==> config.mk <==
export PLATFORM = sky130hd
export DESIGN_NAME = date_to_day_and_second_count_flat
export DESIGN_NICKNAME = d
export VERILOG_FILES = /design/src/sv/dsc_pkg.sv /design/src/sv/dsc_if.sv /design/src/sv/date_to_day_and_second_count.sv /design/src/sv/dsc_day_calc.sv /design/src/sv/dsc_sec_calc.sv /design/src/flat_wrapper.sv
export VERILOG_INCLUDE_DIRS = /design/src /design/src/sv
export SDC_FILE = /design/constraint.sdc
export NUM_CORES = 2
export LEC_CHECK = 0
export ABC_CLOCK_PERIOD_IN_PS = 7850
export BUFFER_PORTS_ARGS = -buffer_cell sky130_fd_sc_hd__buf_2
export CORE_UTILIZATION = 35
export CTS_CLUSTER_DIAMETER = 100
export CTS_CLUSTER_SIZE = 20
export DETAILED_ROUTE_END_ITERATION = 8
export MAX_ROUTING_LAYER = met4
export PLACE_DENSITY = 0.53
export RECOVER_POWER = 25
export SYNTH_ARGS = -nofsm -noshare
export SYNTH_HDL_FRONTEND = slang
export SYNTH_SLANG_ARGS = --single-unit
==> constraint.sdc <==
create_clock -name i_clk -period 7.85 [get_ports i_clk]
set_clock_uncertainty 0.05 [all_clocks]
set_input_delay 0.3925 -clock i_clk [delete_from_list [all_inputs] [get_ports i_clk]]
set_output_delay 0.3925 -clock i_clk [all_outputs]
set_load 0.05 [all_outputs]
==> src/sv/assert_macros.svh <==
// Assertion macros shared by the date conversion RTL.
// Included by the top level; expects a clock named i_clk and a reset named i_rst_n.
`ifndef ASSERT_MACROS_SVH
`define ASSERT_MACROS_SVH

// Implication checked every cycle outside of reset.
`define ASSERT_IMPLIES(label, ante, cons, msg) \
    label: assert property (@(posedge i_clk) disable iff (!i_rst_n) (ante) |-> (cons)) \
        else $error(msg);

// Condition that must hold in the cycle after a reset cycle.
`define ASSERT_AFTER_RESET(label, cons, msg) \
    label: assert property (@(posedge i_clk) !i_rst_n |=> (cons)) \
        else $error(msg);

`endif

==> src/sv/dsc_pkg.sv <==
// Types and constants for the date to day and second count converter.
// No dependencies; used by all modules.
`default_nettype none

package dsc_pkg;

    // Year plus 32768 plus 131 gives ceil-division input (y + 32800 + 99) for base 100.
    localparam logic [16:0] C_CENTURY_OFFSET = 17'd131;
    // Reciprocal of 100 scaled by 2**23, exact for dividends below 91180.
    localparam logic [16:0] C_RECIP_100      = 17'd83887;
    localparam int          C_RECIP_SHIFT    = 23;
    // Quotient bias: 32800 / 100.
    localparam logic [10:0] C_QUOT_BIAS      = 11'd328;
    localparam logic [6:0]  C_CENTURY_REM    = 7'd99;
    // Weekday bias: offset 5 plus 7 * 2**21 keeps the sum non-negative.
    localparam logic [24:0] C_WEEKDAY_BIAS   = 25'd14680069;
    localparam logic [3:0]  C_WEEK_LEN       = 4'd7;
    // 86400 = 675 * 128.
    localparam logic signed [34:0] C_SECS_DAY_ODD = 35'sd675;
    localparam int          C_SECS_DAY_SHIFT = 7;

    localparam logic [3:0]  C_MONTH_JAN      = 4'd1;
    localparam logic [3:0]  C_MONTH_FEB      = 4'd2;
    localparam logic [3:0]  C_MONTH_DEC      = 4'd12;

    // Payload passed from the day number stages to the second count stages.
    typedef struct packed {
        logic signed [24:0] day_number;
        logic [19:0]        day;
        logic               period_mode;
        logic [16:0]        hms_seconds;
    } t_mid;

    // Days in the year before the first day of the given month (1 to 12).
    function automatic logic [8:0] days_before_month(input logic [3:0] month);
        logic [8:0] days;
        case (month)
            4'd1:    days = 9'd0;
            4'd2:    days = 9'd31;
            4'd3:    days = 9'd59;
            4'd4:    days = 9'd90;
            4'd5:    days = 9'd120;
            4'd6:    days = 9'd151;
            4'd7:    days = 9'd181;
            4'd8:    days = 9'd212;
            4'd9:    days = 9'd243;
            4'd10:   days = 9'd273;
            4'd11:   days = 9'd304;
            4'd12:   days = 9'd334;
            default: days = 9'd0;
        endcase
        return days;
    endfunction

endpackage

`default_nettype wire

==> src/sv/dsc_if.sv <==
// Valid/ready channel interfaces for the date input and the converted result.
// Depends on nothing but plain logic types.
`default_nettype none

interface dsc_date_if;
    logic               valid;
    logic               ready;
    logic signed [15:0] year;
    logic [3:0]         month;
    logic [19:0]        day;
    logic [4:0]         hour;
    logic [5:0]         minute;
    logic [5:0]         second;
    logic               period_mode;

    modport source (output valid, year, month, day, hour, minute, second, period_mode,
                    input ready);
    modport sink   (input valid, year, month, day, hour, minute, second, period_mode,
                    output ready);
endinterface

interface dsc_result_if;
    logic               valid;
    logic               ready;
    logic signed [24:0] day_number;
    logic signed [41:0] total_seconds;
    logic [2:0]         weekday;

    modport source (output valid, day_number, total_seconds, weekday, input ready);
    modport sink   (input valid, day_number, total_seconds, weekday, output ready);
endinterface

`default_nettype wire

==> src/sv/date_to_day_and_second_count.sv <==
// Converts a proleptic Gregorian date and time into a day number counted from
// 1 January of year 0, a total second count and a weekday (0 Monday to 6 Sunday).
// The block is a five-stage pipeline that takes one date per clock cycle while
// the output side is ready, and each date is registered in stages one to five
// in order. Each stage holds its own valid bit, so a stall on the result channel
// backs up stage by stage without losing or repeating a transfer, and the input
// keeps flowing until every stage is full. The stage depth is set by the
// reciprocal multiply that divides the year by 100 and by the 25 by 10 bit
// multiply of the day count by 675. In period mode the raw day field, not the
// day number, feeds the second count; the day number and weekday always come
// from the calendar fields. Months below January read as January and months
// above December read as December.
`default_nettype none

`include "assert_macros.svh"

module date_to_day_and_second_count (
    input  wire logic    i_clk,
    input  wire logic    i_rst_n,
    dsc_date_if.sink     i_date,
    dsc_result_if.source o_result
);

    // Link between the day number stages and the second count stages.
    logic          mid_valid;
    logic          mid_ready;
    dsc_pkg::t_mid mid;

    // Stages one to three compute the leap count and the day number.
    dsc_day_calc u_day_calc (
        .i_clk       (i_clk),
        .i_rst_n     (i_rst_n),
        .i_date      (i_date),
        .o_mid_valid (mid_valid),
        .i_mid_ready (mid_ready),
        .o_mid       (mid)
    );

    // Stages four and five scale the day count to seconds and reduce modulo seven.
    dsc_sec_calc u_sec_calc (
        .i_clk       (i_clk),
        .i_rst_n     (i_rst_n),
        .i_mid_valid (mid_valid),
        .o_mid_ready (mid_ready),
        .i_mid       (mid),
        .o_result    (o_result)
    );

    // A ready output side lets every stage advance, so the input must be ready too.
    `ASSERT_IMPLIES(a_ready_flows_back, o_result.ready, i_date.ready, "input stalled while output ready")
    // The residue logic never yields a weekday code of seven.
    `ASSERT_IMPLIES(a_weekday_range, o_result.valid, o_result.weekday <= 3'd6, "weekday out of range")
    // Reset empties the pipeline at both the middle link and the output.
    `ASSERT_AFTER_RESET(a_reset_empties, !o_result.valid && !mid_valid, "pipeline not empty after reset")

endmodule

`default_nettype wire

==> src/sv/dsc_day_calc.sv <==
// Stages one to three: year scaling, leap year count and day number.
// Depends on dsc_pkg and dsc_date_if.
`default_nettype none

module dsc_day_calc (
    input  wire logic   i_clk,
    input  wire logic   i_rst_n,
    dsc_date_if.sink    i_date,
    output logic        o_mid_valid,
    input  wire logic   i_mid_ready,
    output dsc_pkg::t_mid o_mid
);

    logic en1, en2, en3;

    // Stage 1 registers.
    logic               r_v1;
    logic [10:0]        r_quot100;
    logic [16:0]        r_div_arg;
    logic signed [24:0] r_year_days;
    logic signed [14:0] r_q4;
    logic               r_y_div4;
    logic [8:0]         r_dbm;
    logic               r_early;
    logic [19:0]        r_day1;
    logic               r_period1;
    logic [16:0]        r_hms1;

    // Stage 2 registers.
    logic               r_v2;
    logic signed [14:0] r_lb;
    logic               r_adj;
    logic signed [24:0] r_part;
    logic [19:0]        r_day2;
    logic               r_period2;
    logic [16:0]        r_hms2;

    // Stage 3 registers.
    logic               r_v3;
    dsc_pkg::t_mid      r_mid;

    assign en3 = !r_v3 || i_mid_ready;
    assign en2 = !r_v2 || en3;
    assign en1 = !r_v1 || en2;
    assign i_date.ready = en1;

    // Stage 1 logic.
    logic [15:0]        year_bias;
    logic [16:0]        div_arg;
    logic [33:0]        div_prod;
    logic signed [24:0] year_days;
    logic signed [16:0] year_p3;
    logic signed [14:0] n_q4;
    logic [3:0]         month_c;
    logic [16:0]        n_hms;

    assign year_bias = {~i_date.year[15], i_date.year[14:0]};
    assign div_arg   = {1'b0, year_bias} + dsc_pkg::C_CENTURY_OFFSET;
    assign div_prod  = 34'(div_arg) * 34'(dsc_pkg::C_RECIP_100);
    assign year_days = $signed(25'(i_date.year)) * 25'sd365;
    assign year_p3   = $signed(17'(i_date.year)) + 17'sd3;
    assign n_q4      = 15'(year_p3 >>> 2);
    assign n_hms     = 17'(i_date.hour) * 17'd3600 + 17'(i_date.minute) * 17'd60
                     + 17'(i_date.second);

    always_comb begin
        if (i_date.month < dsc_pkg::C_MONTH_JAN) begin
            month_c = dsc_pkg::C_MONTH_JAN;
        end else if (i_date.month > dsc_pkg::C_MONTH_DEC) begin
            month_c = dsc_pkg::C_MONTH_DEC;
        end else begin
            month_c = i_date.month;
        end
    end

    always_ff @(posedge i_clk) begin
        if (!i_rst_n) begin
            r_v1 <= 1'b0;
        end else if (en1) begin
            r_v1 <= i_date.valid;
        end
        if (en1) begin
            r_quot100   <= div_prod[dsc_pkg::C_RECIP_SHIFT +: 11];
            r_div_arg   <= div_arg;
            r_year_days <= year_days;
            r_q4        <= n_q4;
            r_y_div4    <= (i_date.year[1:0] == 2'b00);
            r_dbm       <= dsc_pkg::days_before_month(month_c);
            r_early     <= (month_c <= dsc_pkg::C_MONTH_FEB);
            r_day1      <= i_date.day;
            r_period1   <= i_date.period_mode;
            r_hms1      <= n_hms;
        end
    end

    // Stage 2 logic: ceil(y/100) and ceil(y/400) give the leap count before the year.
    logic [16:0]        rem_full;
    logic               century;
    logic signed [10:0] q100;
    logic signed [11:0] q100_p3;
    logic signed [9:0]  q400;
    logic signed [14:0] n_lb;
    logic               leap;
    logic signed [24:0] n_part;

    assign rem_full = r_div_arg - 17'(r_quot100) * 17'd100;
    assign century  = (rem_full[6:0] == dsc_pkg::C_CENTURY_REM);
    assign q100     = $signed(r_quot100 - dsc_pkg::C_QUOT_BIAS);
    assign q100_p3  = $signed(12'(q100)) + 12'sd3;
    assign q400     = 10'(q100_p3 >>> 2);
    assign n_lb     = r_q4 - $signed(15'(q100)) + $signed(15'(q400));
    assign leap     = r_y_div4 && (!century || (q100[1:0] == 2'b00));
    assign n_part   = r_year_days + $signed({16'b0, r_dbm}) + $signed({5'b0, r_day1});

    always_ff @(posedge i_clk) begin
        if (!i_rst_n) begin
            r_v2 <= 1'b0;
        end else if (en2) begin
            r_v2 <= r_v1;
        end
        if (en2) begin
            r_lb      <= n_lb;
            r_adj     <= r_early || !leap;
            r_part    <= n_part;
            r_day2    <= r_day1;
            r_period2 <= r_period1;
            r_hms2    <= r_hms1;
        end
    end

    // Stage 3 logic: final day number.
    logic signed [24:0] n_day_number;

    assign n_day_number = r_part + $signed(25'(r_lb)) - $signed({24'b0, r_adj});

    always_ff @(posedge i_clk) begin
        if (!i_rst_n) begin
            r_v3 <= 1'b0;
        end else if (en3) begin
            r_v3 <= r_v2;
        end
        if (en3) begin
            r_mid.day_number  <= n_day_number;
            r_mid.day         <= r_day2;
            r_mid.period_mode <= r_period2;
            r_mid.hms_seconds <= r_hms2;
        end
    end

    assign o_mid_valid = r_v3;
    assign o_mid       = r_mid;

endmodule

`default_nettype wire

==> src/sv/dsc_sec_calc.sv <==
// Stages four and five: second count and weekday, with the output register.
// Depends on dsc_pkg and dsc_result_if.
`default_nettype none

module dsc_sec_calc (
    input  wire logic    i_clk,
    input  wire logic    i_rst_n,
    input  wire logic    i_mid_valid,
    output logic         o_mid_ready,
    input  wire dsc_pkg::t_mid i_mid,
    dsc_result_if.source o_result
);

    logic en4, en5;

    logic               r_v4;
    logic signed [34:0] r_prod;
    logic [5:0]         r_wsum;
    logic signed [24:0] r_daynum4;
    logic [16:0]        r_hms4;

    logic               r_v5;
    logic signed [24:0] r_day_number;
    logic signed [41:0] r_secs;
    logic [2:0]         r_weekday;

    assign en5 = !r_v5 || o_result.ready;
    assign en4 = !r_v4 || en5;
    assign o_mid_ready = en4;

    // Stage 4: day count times 675, and the octal digit sum for the weekday (8 is 1 mod 7).
    logic signed [24:0] count;
    logic signed [34:0] n_prod;
    logic [24:0]        wd_arg;
    logic [5:0]         n_wsum;

    assign count  = i_mid.period_mode ? $signed({5'b0, i_mid.day}) : i_mid.day_number;
    assign n_prod = $signed(35'(count)) * dsc_pkg::C_SECS_DAY_ODD;
    assign wd_arg = $unsigned(i_mid.day_number) + dsc_pkg::C_WEEKDAY_BIAS;

    always_comb begin
        n_wsum = 6'(wd_arg[24]);
        for (int k = 0; k < 8; k++) begin
            n_wsum = n_wsum + 6'(wd_arg[3*k +: 3]);
        end
    end

    always_ff @(posedge i_clk) begin
        if (!i_rst_n) begin
            r_v4 <= 1'b0;
        end else if (en4) begin
            r_v4 <= i_mid_valid;
        end
        if (en4) begin
            r_prod    <= n_prod;
            r_wsum    <= n_wsum;
            r_daynum4 <= i_mid.day_number;
            r_hms4    <= i_mid.hms_seconds;
        end
    end

    // Stage 5: finish the residue and the second count.
    logic [3:0]         fold1;
    logic [3:0]         fold2;
    logic [2:0]         n_weekday;
    logic signed [41:0] n_secs;

    assign fold1     = 4'(r_wsum[5:3]) + 4'(r_wsum[2:0]);
    assign fold2     = 4'(fold1[3]) + 4'(fold1[2:0]);
    assign n_weekday = (fold2 >= dsc_pkg::C_WEEK_LEN) ? 3'(fold2 - dsc_pkg::C_WEEK_LEN)
                                                      : fold2[2:0];
    assign n_secs    = $signed({r_prod, {dsc_pkg::C_SECS_DAY_SHIFT{1'b0}}})
                     + $signed({25'b0, r_hms4});

    always_ff @(posedge i_clk) begin
        if (!i_rst_n) begin
            r_v5 <= 1'b0;
        end else if (en5) begin
            r_v5 <= r_v4;
        end
        if (en5) begin
            r_day_number <= r_daynum4;
            r_secs       <= n_secs;
            r_weekday    <= n_weekday;
        end
    end

    assign o_result.valid         = r_v5;
    assign o_result.day_number    = r_day_number;
    assign o_result.total_seconds = r_secs;
    assign o_result.weekday       = r_weekday;

endmodule

`default_nettype wire
==> src/flat_wrapper.sv <==
// flat-port wrapper written by rule: the top's interface ports become plain ports
module date_to_day_and_second_count_flat 
  (i_clk, i_rst_n, i_date_valid, i_date_year, i_date_month, i_date_day, i_date_hour, i_date_minute, i_date_second, i_date_period_mode, i_date_ready, o_result_valid, o_result_day_number, o_result_total_seconds, o_result_weekday, o_result_ready);
  dsc_date_if i_date_i ();
  dsc_result_if o_result_i ();
  input  wire logic i_clk;
  input  wire logic i_rst_n;
  input wire logic [$bits(i_date_i.valid)-1:0] i_date_valid;
  input wire logic [$bits(i_date_i.year)-1:0] i_date_year;
  input wire logic [$bits(i_date_i.month)-1:0] i_date_month;
  input wire logic [$bits(i_date_i.day)-1:0] i_date_day;
  input wire logic [$bits(i_date_i.hour)-1:0] i_date_hour;
  input wire logic [$bits(i_date_i.minute)-1:0] i_date_minute;
  input wire logic [$bits(i_date_i.second)-1:0] i_date_second;
  input wire logic [$bits(i_date_i.period_mode)-1:0] i_date_period_mode;
  output wire logic [$bits(i_date_i.ready)-1:0] i_date_ready;
  output wire logic [$bits(o_result_i.valid)-1:0] o_result_valid;
  output wire logic [$bits(o_result_i.day_number)-1:0] o_result_day_number;
  output wire logic [$bits(o_result_i.total_seconds)-1:0] o_result_total_seconds;
  output wire logic [$bits(o_result_i.weekday)-1:0] o_result_weekday;
  input wire logic [$bits(o_result_i.ready)-1:0] o_result_ready;
  assign i_date_i.valid = i_date_valid;
  assign i_date_i.year = i_date_year;
  assign i_date_i.month = i_date_month;
  assign i_date_i.day = i_date_day;
  assign i_date_i.hour = i_date_hour;
  assign i_date_i.minute = i_date_minute;
  assign i_date_i.second = i_date_second;
  assign i_date_i.period_mode = i_date_period_mode;
  assign i_date_ready = i_date_i.ready;
  assign o_result_valid = o_result_i.valid;
  assign o_result_day_number = o_result_i.day_number;
  assign o_result_total_seconds = o_result_i.total_seconds;
  assign o_result_weekday = o_result_i.weekday;
  assign o_result_i.ready = o_result_ready;
  date_to_day_and_second_count u_core (.i_clk(i_clk), .i_rst_n(i_rst_n), .i_date(i_date_i), .o_result(o_result_i));
endmodule
==> flow_summary.ini <==
[worst_setup_path]
path_max_fanout = 8
arrival_ns = 7.52
cp_slowest_cell = fa_1
timing.rr.start = u_core.u_day_calc.o_mid[17]
cp_top_family = adder cells
crit_top_cell = fa_1
critical_path.startpoint_type = input pin
path_class = input pin to flip-flop
critPathBufInv = 5
r2r_end = u_core.u_sec_calc.r_prod[31]
reg2reg_depth = 19
critical-path-max-stage-delay_ns = 0.55
cp_data_required_time_ns = 8.25
reg2reg_slack_ns = 1.83
end_kind = flip-flop

[global_routing]
grt_usage = 0.149
grt_pass1_vias = 21588
grt.met2_usage = 0.256
gr-total-overflow = 0
use_met3 = 0.0140
grt.busiest_layer = met2
antenna_found_initial = 1
grt_util_met1 = 0.186
grt_pass1_wl_um = 113000
grt_max_degree = 71

[logic_synthesis]
synth-xor-area-share = 0.0668
netlist-cell-type-count = 73
synth.area.top_cells = edfxtp_1 35%, ha_1 19%, fa_1 17%
synth_edf_count = 397
synth_ff_type = edfxtp_1
synth_cells = 3035
synth_compound_area_frac = 0.0787
synth_top_family_by_area = adder cells
synthMuxAreaShare = 0.00993
netlist.area_leader.share = 0.348
synth-async-reset-ratio = 0
synth.avg_cell_area_um2 = 11.3
yosys.area_share.simple = 0.0649
yosysWarnings = 0
synth_area_um2 = 34300
syn_nets = 3898
yosysSeqAreaShare = 0.351
synth.ff_latch_count = 402
synthAdderAreaFrac = 0.355
yosysTopAreaCell = edfxtp_1

[outcome]
violations = DRC
status = complete, but fails checks

[detailed_routing]
via_per_inst = 4.59
avgRoutedWirePerCell_um = 15.5
wl_um = 70200
drc_errors = 23
detail-route-antenna-nets = 0
first_iter_violations = 907
vias = 20769
first_pass_iters = 7

[clock_tree]
cts_tree = yes
post_cts_buffers = 0
worst_skew_pair.late_latency_ns = 0.58
clkTransAtPathRegs_ns = 0.09
numCtsBuffers = 24
cts_resized = 0
cts.sinks = 402
htreeDepth = 1
cts-root-buf = clkbuf_16
cts_buffer_depth = 3

[timing]
fin_setup_tns_ns = 0
relSlewSlack = 0.373
worst_pin_slew_ns = 0.940
max_freq_mhz = 140
min_period_ns = 7.12
report.final.slew_viol_count = 0
hold_slack_ns = 0.0738
rsz0062_at_grt = false
setup_viol = 0
post-route-period-util = 0.907
hold_viol_final = 0

[place]
placed_cells = 4468
globalplace.congestion = 0.905
hpwl_um = 59500
port_buffers = 133

[floorplanning]
die_h_um = 315
dieWidth_um = 315
coreArea_um2 = 96900
rows = 114
ios = 134
die_area_um2 = 99100
start_util = 0.354

[cells_and_area]
stdcell_count = 4528
fin_nets = 4103
fillers = 9454
diodes = 0
fin_util = 0.389
area_growth_syn_to_layout_pct = 9.88
drive_gt1_frac = 0.0701

[min_path]
worstHoldStart = i_date_second[2]
whs_path_depth = 2
worstHoldEndpoint = u_core.u_day_calc.r_hms1[2]
hold_class = input pin to flip-flop

[job]
drv_cap = 0
==> logic make-up (layout without fill, tap and decap cells) <==
kind of cell | after synthesis | after routing
flip-flops | 402 | 402
multiplexers | 31 | 31
buffers and inverters | 672 | 889
adder cells (fa/ha/maj) | 802 | 802
AND/OR/NAND/NOR | 454 | 454
AO/OA/AOI/OAI | 415 | 415
XOR/XNOR | 259 | 259
==> metal layers <==
metal	wire length, µm	vias up
li1	-	10611
met1	32100	9844
met2	34400	232
met3	1980	82
met4	1720	0
met5	0	-
==> cells in the final DEF, fill, tap and decap left out, types with 33 or more instances in the layout <==
cell and n:
inv_1 651, a21o_1 71, xor2_1 74, xnor2_1 184, nor2_1 118, ha_1 517
nand2_1 98, nor3_1 40, buf_2 121, edfxtp_1 397, buf_4 33, o21ai_0 67
fa_1 284, a21oi_1 131, nand3_1 58
==> stage by stage <==
stage	worst slack, ns	cell area [µm²]
finish	0.731	37600
detailed placement	0.130	36800
global placement	0.193	36800
CTS	0.747	37700
global route	0.402	37600
floorplan	0.329	34300
==> cells in the mapped netlist (all sizes together) (59+ instances only) <==
cell type  number
xnor2         184
xor2           75
nand3          59
fa            284
a21oi         131
o21ai          70
nor2          118
edfxtp        397
a21o           72
inv           653
ha            517
nand2          99
==> worst reg2reg max path, stage by stage, from the launching register on <==
cell       delay, ns
edfxtp_1        0.71
buf_4           0.35
mux2_2          0.45
ha_1            0.32
ha_1            0.27
inv_1           0.05
fa_1            0.54
inv_1           0.06
fa_1            0.50
fa_1            0.49
ha_1            0.40
nand2_1         0.07
o21ai_0         0.28
a211oi_1        0.11
a2111oi_0       0.41
buf_4           0.20
o21bai_1        0.10
a21oi_1         0.20
mux2i_1         0.20
nand2_1         0.06
==> repair_timing <==
action,4_1_cts,5_1_grt
hold buffers,22,0
endpoints found under the hold margin,24,0
endpoints found under the setup margin,0,0
==> layout make-up <==
type / count / area (µm²) / share of cell area
multi-input cells: 1961 / 19700 / 0.524
inverters: 655 / 2460 / 0.0653
repair buffers: 196 / 1150 / 0.0305
clock inverters: 3 / 21.3 / 0.000565
clock buffers: 35 / 663 / 0.0176
well taps: 1276 / 1600 / 0.0424
flip-flops and latches: 402 / 12000 / 0.319
==> registers in the layout, summed over array words and instances, names as in the netlist, 15 cells and up <==
name,count
u_core.u_day_calc.r_year_days,25
u_core.u_day_calc.r_part,25
u_core.u_day_calc.r_hms1,17
u_core.u_sec_calc.o_result.day_number,25
u_core.u_day_calc.o_mid,63
u_core.u_day_calc.r_day2,20
u_core.u_day_calc.r_day1,20
u_core.u_sec_calc.r_prod,35
u_core.u_day_calc.r_hms2,17
u_core.u_sec_calc.r_daynum4,25
u_core.u_sec_calc.o_result.total_seconds,42
u_core.u_sec_calc.r_hms4,17
u_core.u_day_calc.r_lb,15
==> worst max path at each step <==
stage / slack, ns / start / endpoint / depth (start not counted)
after floorplan: 0.33 / i_date_year[0] / u_core.u_day_calc.r_quot100[10] / 26
after global placement: 0.19 / i_date_year[2] / u_core.u_day_calc.r_quot100[10] / 26
after detailed placement: 0.13 / i_date_year[2] / u_core.u_day_calc.r_quot100[10] / 26
after CTS: 0.75 / i_date_year[2] / u_core.u_day_calc.r_quot100[10] / 26
after global routing: 0.40 / i_date_year[2] / u_core.u_day_calc.r_quot100[10] / 26
final: 0.73 / i_date_year[2] / u_core.u_day_calc.r_quot100[10] / 26
Power is not shown: default switching activity piles up to over one toggle a cycle in this logic, so the estimate is an artifact.
